[src/sv/sbx_pkg.sv]
// Shared types, constants and helpers for the sixteen-bit executor.
// Used by sbx_alu, the top level and the testbench; depends on nothing.
package sbx_pkg;

  localparam int MEM_WORDS = 32768;
  localparam int AW        = $clog2(MEM_WORDS);
  localparam logic [16:0] MEM_LIMIT = 17'(MEM_WORDS);
  localparam logic [AW-1:0] CLR_LAST = AW'(MEM_WORDS - 1);

  typedef enum logic [1:0] {
    CMD_WRITE = 2'd0,
    CMD_READ  = 2'd1,
    CMD_EXEC  = 2'd2
  } cmd_e;

  typedef enum logic [1:0] {
    ST_OK      = 2'd0,
    ST_INVALID = 2'd1,
    ST_BAD     = 2'd2
  } status_e;

  localparam logic [3:0] OP_MOV = 4'h1;
  localparam logic [3:0] OP_CMP = 4'h2;
  localparam logic [3:0] OP_ADD = 4'h6;
  localparam logic [3:0] OP_SUB = 4'hE;
  localparam logic [6:0] OP_SOB = 7'o77;
  localparam logic [9:0] OP_ASR = 10'o062;
  localparam logic [9:0] OP_ASL = 10'o063;

  typedef enum logic [2:0] {
    ALU_MOV = 3'd0,
    ALU_CMP = 3'd1,
    ALU_ADD = 3'd2,
    ALU_SUB = 3'd3,
    ALU_ASR = 3'd4,
    ALU_ASL = 3'd5
  } alu_op_e;

  typedef struct packed {
    logic [15:0] r;
    logic [3:0]  flags;
  } alu_res_t;

  typedef enum logic [11:0] {
    S_CLEAR  = 12'b0000_0000_0001,
    S_IDLE   = 12'b0000_0000_0010,
    S_RDCMD  = 12'b0000_0000_0100,
    S_FETCH  = 12'b0000_0000_1000,
    S_DECODE = 12'b0000_0001_0000,
    S_OPA    = 12'b0000_0010_0000,
    S_PTRW   = 12'b0000_0100_0000,
    S_IDXW   = 12'b0000_1000_0000,
    S_RDV    = 12'b0001_0000_0000,
    S_VALW   = 12'b0010_0000_0000,
    S_EXEC   = 12'b0100_0000_0000,
    S_DONE   = 12'b1000_0000_0000
  } state_e;

  function automatic logic in_range(input logic [15:0] a);
    in_range = {1'b0, a} < MEM_LIMIT;
  endfunction

endpackage

[src/sv/sbx_alu.sv]
// Arithmetic and shift unit with NZVC flag generation.
// Depends on sbx_pkg.
module sbx_alu (
  input  sbx_pkg::alu_op_e  op_i,
  input  logic [15:0]       s_i,
  input  logic [15:0]       d_i,
  input  logic              c_i,
  output sbx_pkg::alu_res_t res_o
);
  logic [16:0] sum;
  logic [15:0] r;
  logic        v;
  logic        c;

  always_comb begin
    sum = 17'(d_i) + 17'(s_i);
    r   = s_i;
    v   = 1'b0;
    c   = c_i;
    case (op_i)
      sbx_pkg::ALU_CMP: begin
        r = s_i - d_i;
        v = (s_i[15] ^ d_i[15]) & (r[15] ^ d_i[15]);
        c = s_i < d_i;
      end
      sbx_pkg::ALU_ADD: begin
        r = sum[15:0];
        v = ~(s_i[15] ^ d_i[15]) & (r[15] ^ s_i[15]);
        c = sum[16];
      end
      sbx_pkg::ALU_SUB: begin
        r = d_i - s_i;
        v = (s_i[15] ^ d_i[15]) & (r[15] ^ s_i[15]);
        c = d_i < s_i;
      end
      sbx_pkg::ALU_ASR: begin
        r = {d_i[15], d_i[15:1]};
        c = d_i[0];
        v = r[15] ^ c;
      end
      sbx_pkg::ALU_ASL: begin
        r = {d_i[14:0], 1'b0};
        c = d_i[15];
        v = r[15] ^ c;
      end
      default: begin
        r = s_i;
      end
    endcase
    res_o.r     = r;
    res_o.flags = {r[15], r == 16'd0, v, c};
  end
endmodule

[config.mk]
export PLATFORM = sky130hd
export DESIGN_NAME = sbx_alu
export DESIGN_NICKNAME = d
export VERILOG_FILES = /design/src/sv/sbx_pkg.sv /design/src/sv/sbx_alu.sv
export SDC_FILE = /design/constraint.sdc
export NUM_CORES = 1
export LEC_CHECK = 0
export BUFFER_PORTS_ARGS = -buffer_cell sky130_fd_sc_hd__buf_2
export CORE_MARGIN = 2
export CORE_UTILIZATION = 61
export DETAILED_ROUTE_END_ITERATION = 16
export PLACE_DENSITY = 0.85
export REMOVE_ABC_BUFFERS = 1
export SYNTH_ARGS = -nofsm -noshare
export SYNTH_HDL_FRONTEND = slang
export SYNTH_SLANG_ARGS = --single-unit
[constraint.sdc]
create_clock -name vclk -period 3.53
set_input_delay 0.1765 -clock vclk [all_inputs]
set_output_delay 0.1765 -clock vclk [all_outputs]
set_load 0.005 [all_outputs]
* Word-level counts from Yosys, hierarchy flattened
Cells that the tools add are included.
** Word-level totals
- Bits in registers :: 0
- Output and inout port bits :: 20
** Operators by class
- Equal/unequal tests :: 5
- Reductions and logical operators :: 1
- Add/sub/neg operators :: 3
- Bitwise gates (word level) :: 10
- Muxes and demuxes :: 3
- Order comparisons :: 2
** Operators with widths (count)
- $pmux W16 S5 :: 1
- $lt A16 B16 Y1 :: 2
- $sub A16 B16 Y16 :: 2
- $add A16 B16 Y17 :: 1
- $logic_not A16 Y1 :: 1
- $pmux W1 S5 :: 2
- $eq A3 B2 Y1 const B :: 2
- $eq A3 B3 Y1 const B :: 2
- $xor A1 B1 Y1 :: 6
- $and A1 B1 Y1 :: 3
- $eq A3 B1 Y1 const B :: 1
- $not A1 Y1 :: 1

* Longest topological paths before layout
Gate-level depths: netlist of run 1.
- Word-level depth :: 4
- Gate-level depth with buffers :: 13
- Gate-level depth less buffers :: 13

* Worst setup path after synthesis of run 1
OpenSTA, ideal clock, no wires.
- Kind :: input-to-output
- Start point :: input op_i[1]
- End point :: output res_o[2] (netlist bit)
- Buffers on the path :: 2
- Required time :: 3354 ps
- Stages on the path :: 13
- Path slack :: 239 ps
- Arrival time :: 3114 ps
- Cells stage by stage :: buf_2 > clkinv_1 > ha_1 > buf_1 > a211oi_1 > a2111oi_0 > nor3_1 > o31ai_1 > nor3_1 > or4b_1 > nor4_1 > or4b_1 > nor4_2
** RTL lines
- start: declaration :: line sbx_alu.sv:4 : input sbx_pkg::alu_op_e op_i,
- end: declaration :: line sbx_alu.sv:8 : output sbx_pkg::alu_res_t res_o

==> flow_summary_export.csv, run 1 <==
group,metric,value,unit
layout,multi_input_area,3240,µm²
sta,relSlewSlack,0.531,
worst_hold_path,hold_path.class,"input port to primary output",
sta,rsz0062_at_grt,"true",
placement,dp_hpwl,9990,µm
global_route,grt_overflow,0,
critical_path,arrival,3.57,ns
power,leakage,0.00210,µW
yosys,yosys-top-cells-area,"ha_1 (18%), a21oi_1 (6.7%), inv_1 (5.7%)",
layout,finish.utilization,0.821,
yosys,netlist_instances,508,
yosys,synth.largest_area_cell,"ha_1",
sta,setup_viol,1,
critical_path,crit_path_end_kind,"primary output",
layout,drive_gt1_frac,0.313,
routing,routed_wl,14000,µm
sta,drv_slew,0,
placement,routabilityCongestion,1.00,
floorplanning,row_count,27,
layout,antenna_cells,0,
layout,area_growth,30.9,%
power,p_comb_frac,1.000,
layout,regArea,0,µm²
yosys,ys_warn_count,0,
sta,fmax,267,MHz
critical_path,critPathRequiredTime,3.35,ns
layout,nClkBuffers,0,
power,irDropWorstVdd,0.137,mV
flow_run,maxCapViolCount,0,
status,violations,"setup timing",
clock_network,holdBufCountCts,0,
floorplanning,io_pins,56,
yosys,seq_area_frac_synth,0,
routing,via_per_inst,6.87,
status,run_status,"complete, but fails checks",
power,p_sw_frac,0.561,
global_route,grt_use_met3,0.0409,
global_route,antenna_found_initial,0,
layout,flops_and_latches,0,
sta,fin_crit,3.75,ns
global_route,busiest_layer,"met2",
placement,portBuffers,56,
routing,vias,4716,
floorplanning,fp.dieH,78.8,µm
critical_path,start_kind,"input port",
critical_path,crit_type,"input port to primary output",
critical_path,crit_path_max_fanout,2,
global_route,grt_max_degree,24,
global_route,met1_usage,0.540,
power,internal_power,376,µW
routing,final_antenna_net_count,0,
routing,drcViolationCount,0,
routing,wire_per_inst,20.4,µm
layout,n_fill_cell,372,
floorplanning,core-area,5440,µm²
floorplanning,die_w,78.8,µm
sta,finalCritPeriodShare,1.06,
floorplanning,start_util,0.627,
yosys,synth_area_per_cell,6.71,µm²
global_route,globalRouteMet2Util,0.650,
layout,nets,705,
global_route,grt_use_total,0.396,
floorplanning,die-area,6210,µm²
sta,hold_violations,0,
routing,drt_pass1_iterations,7,
sta,worst_pin_slew,0.686,ns
yosys,syn_area,3410,µm²
power,sequentialPowerShare,0,
yosys,ys_types,78,
power,clkPwrFrac,0,
sta,setup_ws,-0.215,ns
global_route,grt_pass1_wl,19900,µm
routing,initialDrtViolationCount,647,
power,switchingPower,481,µW
global_route,grt_pass1_vias,4076,
power,powerDensity,192,nW/µm²
sta,fin_hold_ws,0.711,ns
yosys,yosysTopAreaCellShare,0.183,
-- final timing paths --
| path | slack [ns] | depth (start not counted) | from | endpoint |
|---|---|---|---|---|
| worst min-delay path | 0.71 | 4 | c_i | res_o[0] |
| worst max-delay path | -0.22 | 15 | s_i[0] | res_o[2] |
-- area by class of cell --
type | instances | area share
inverters | 55 | 0.0468
repair buffers | 136 | 0.207
multi-input cells | 423 | 0.726
well taps | 72 | 0.0202
-- power by group through the flow --
stage                     Clock, µW  Combinational, µW  Sequential, µW
after floorplan                   0                429               0
after global placement            0                740               0
after CTS                         0                761               0
final                             0                857               0
after detailed placement          0                754               0
after global routing              0                907               0
-- cells in the final DEF (no fill, tap or decap), drive strengths merged, types with 6 or more instances in the layout --
cell	instances
buf	136
inv	53
ha	50
a21oi	49
nor2	48
o21ai	39
nand2	26
nand3	16
nor3	15
mux2i	12
a31oi	10
xnor2	9
o21a	8
o21bai	8
o211ai	7
nand2b	7
a21o	7
nor2b	7
a211oi	7
or3	6
a221oi	6
-- timing repair --
item                                    CTS  global route
gates resized for setup                   5            44
setup buffers                             0             6
endpoints found under the setup margin    1             2
pin swaps                                 1            25
gates cloned                              0             0
-- layer usage --
layer	vias up	part of all wire
met1	2179	0.40
met2	375	0.45
met4	0	0.049
met5	-	0
met3	80	0.10
li1	2082	-
-- cells in the mapped netlist (all sizes together) (5+ instances only) --
| cell type | number |
|---|---|
| a31oi | 10 |
| o21bai | 8 |
| o221ai | 5 |
| or3 | 6 |
| a21oi | 49 |
| nor2b | 7 |
| clkbuf | 15 |
| a211oi | 7 |
| nor2 | 48 |
| ha | 50 |
| a221oi | 6 |
| o21ai | 39 |
| o32a | 5 |
| o21a | 8 |
| buf | 15 |
| nand2b | 7 |
| mux2i | 12 |
| a21o | 7 |
| inv | 53 |
| nand3 | 16 |
| nand2 | 26 |
| o31ai | 5 |
| xnor2 | 9 |
| nor3 | 15 |
| o211ai | 7 |
-- through the flow --
stage	std cells	worst slack, ns	cell area [µm²]	setup TNS, ns	total power (µW)
4_1_cts	680	-0.0683	4220	-0.0683	761
2_1_floorplan	478	0.190	3270	0	429
6_report	686	-0.215	4470	-0.215	857
3_5_place_dp	680	-0.200	4200	-0.200	754
3_3_place_gp	680	-0.104	4200	-0.104	740
5_1_grt	686	-0.225	4470	-0.254	907
-- cells by family after synthesis --
logic type      Yosys count  synth area share
mux                      14            0.0418
compound gates          196             0.402
buf+inv                  85             0.103
simple gates            147             0.219
fa+ha+maj                53             0.201
xor+xnor                 13            0.0334
-- worst max-delay path: stages --
cell and delay (ns):
buf_6 0.09, inv_1 0.09, ha_2 0.25, inv_2 0.06
fa_2 0.46, mux2i_1 0.14, mux2_4 0.16, o221ai_1 0.12
o21a_1 0.16, nor3_2 0.21, or4b_4 0.51, nor4_4 0.28
or4b_4 0.53, nor4_4 0.17, buf_2 0.16
Note: power is estimated with default switching activity, not from simulation.
==> run 2, diff against run 1 <==
Settings changed: ABC_CLOCK_PERIOD_IN_PS set to 3530, CELL_PAD_IN_SITES_DETAIL_PLACEMENT set to 1, CELL_PAD_IN_SITES_GLOBAL_PLACEMENT set to 1, CORE_UTILIZATION 61 to 43, PLACE_DENSITY 0.85 to unset, PLACE_DENSITY_LB_ADDON set to 0.1.
==> flow_summary_export.csv, run 2 (synthesis results as in run 1) <==
group,metric,value,unit
sta,setup_viol,1,
layout,antenna_cells,0,
status,violations,"setup timing",
sta,setup_ws,-0.0786,ns
floorplanning,start_util,0.444,
layout,finish.utilization,0.576,
global_route,grt_max_degree,21,
power,internal_power,364,µW
placement,routabilityCongestion,0.932,
floorplanning,die-area,8660,µm²
layout,final_common_cell,"buf_4",
routing,drt_pass1_iterations,4,
routing,top_layer,"met4",
critical_path,crit_type,"input port to primary output",
sta,fin_crit,3.61,ns
routing,vias,4475,
routing,met3WireLength,793,µm
placement,portBuffers,56,
layout,nClkBuffers,0,
power,switchingPower,477,µW
floorplanning,fp.dieH,93.1,µm
power,p_comb_frac,1.000,
power,irDropWorstVdd,0.0934,mV
layout,finalNonFillerCells,713,
routing,initialDrtViolationCount,294,
critical_path,start_kind,"input port",
sta,relSlewSlack,0.621,
layout,final_cell_mix,"buf_4 (76), buf_2 (54), inv_1 (49), nor2_1 (47), a21oi_1 (46)",
placement,dp_hpwl,11900,µm
worst_hold_path,hold_path.class,"input port to primary output",
power,p_sw_frac,0.567,
placement,dp_cells,710,
floorplanning,io_pins,56,
power,clkPwrFrac,0,
sta,finalSetupTns,-0.0786,ns
sta,fmax,277,MHz
layout,regArea,0,µm²
layout,area_growth,29.8,%
routing,final_antenna_net_count,0,
floorplanning,core-area,7690,µm²
routing,wire_per_inst,21.4,µm
routing,routed_wl,15300,µm
global_route,grt_overflow,0,
routing,via_per_inst,6.28,
status,run_status,"complete, but fails checks",
critical_path,critPathRequiredTime,3.35,ns
sta,rsz0062_at_grt,"true",
layout,flops_and_latches,0,
sta,finalCritPeriodShare,1.02,
power,leakage,0.00206,µW
layout,nets,702,
sta,drv_slew,0,
sta,worst_pin_slew,0.561,ns
clock_network,holdBufCountCts,0,
global_route,grt_pass1_wl,24100,µm
critical_path,arrival,3.43,ns
power,sequentialPowerShare,0,
routing,met2_wirelength,7340,µm
critical_path,crit_path_end_kind,"primary output",
routing,wl_met1,6640,µm
critical_path,crit_path_max_fanout,5,
global_route,antenna_found_initial,0,
routing,drcViolationCount,0,
global_route,grt_use_total,0.347,
floorplanning,die_w,93.1,µm
sta,fin_hold_ws,0.705,ns
sta,hold_violations,0,
global_route,grt_pass1_vias,4594,
layout,drive_gt1_frac,0.301,
flow_run,maxCapViolCount,0,
power,powerDensity,190,nW/µm²
floorplanning,row_count,32,
-- run 2: changes by cell type in the layout (fill, tap and decap cells not counted), moves of 2 or more --
cell and delta:
buf_6 -4, nor3_1 +2, a211oi_2 -2, o21ai_0 -2, nor3_2 -2
-- run 2: routing by layer --
layer  global-route usage  vias up
li1                     -     2076
met1                0.474     2168
met2                0.589      184
met3               0.0153       47
met4                0.109        0
met5                    0        -
-- run 2: power by group through the flow --
| stage | registers [µW] | clock network (µW) | logic (µW) |
|---|---|---|---|
| after floorplan | 0 | 0 | 429 |
| after global placement | 0 | 0 | 746 |
| after detailed placement | 0 | 0 | 770 |
| after CTS | 0 | 0 | 796 |
| after global routing | 0 | 0 | 904 |
| final | 0 | 0 | 841 |
-- run 2: path summary, 6_finish.rpt --
check	startpoint	endpoint	slack [ns]	depth (start not counted)
setup / recovery	d_i[0]	res_o[2]	-0.08	15
hold / removal	c_i	res_o[0]	0.71	4
-- run 2: through the flow --
stage	power (µW)	setup WS, ns	area [µm²]
2_1_floorplan	429	0.190	3270
3_3_place_gp	746	-0.104	4230
3_5_place_dp	770	-0.224	4230
4_1_cts	796	-0.00212	4340
5_1_grt	904	-0.204	4430
6_report	841	-0.0786	4430
-- run 2: area by class of cell --
cell class	count	area, µm²
fill	1049	3260
multi-input combinational	423	3200
timing repair buffer	133	882
inverter	55	211
tap	102	128
-- run 2: critical path, stage by stage --
cell	delay (ns)
buf_8	0.11
inv_6	0.06
ha_4	0.12
inv_2	0.03
fa_2	0.41
and3_4	0.19
o21a_1	0.20
nor3_2	0.21
o31ai_2	0.10
nor3_1	0.22
or4b_4	0.51
nor4_2	0.25
or4b_4	0.53
nor4_4	0.14
buf_2	0.15
-- run 2: what timing repair did --
action                                  in CTS  in global routing
resized for setup                           24                 20
buffers inserted                             0                  3
cloned                                       0                  0
endpoints found under the setup margin       1                  1
pin swaps                                    3                 10
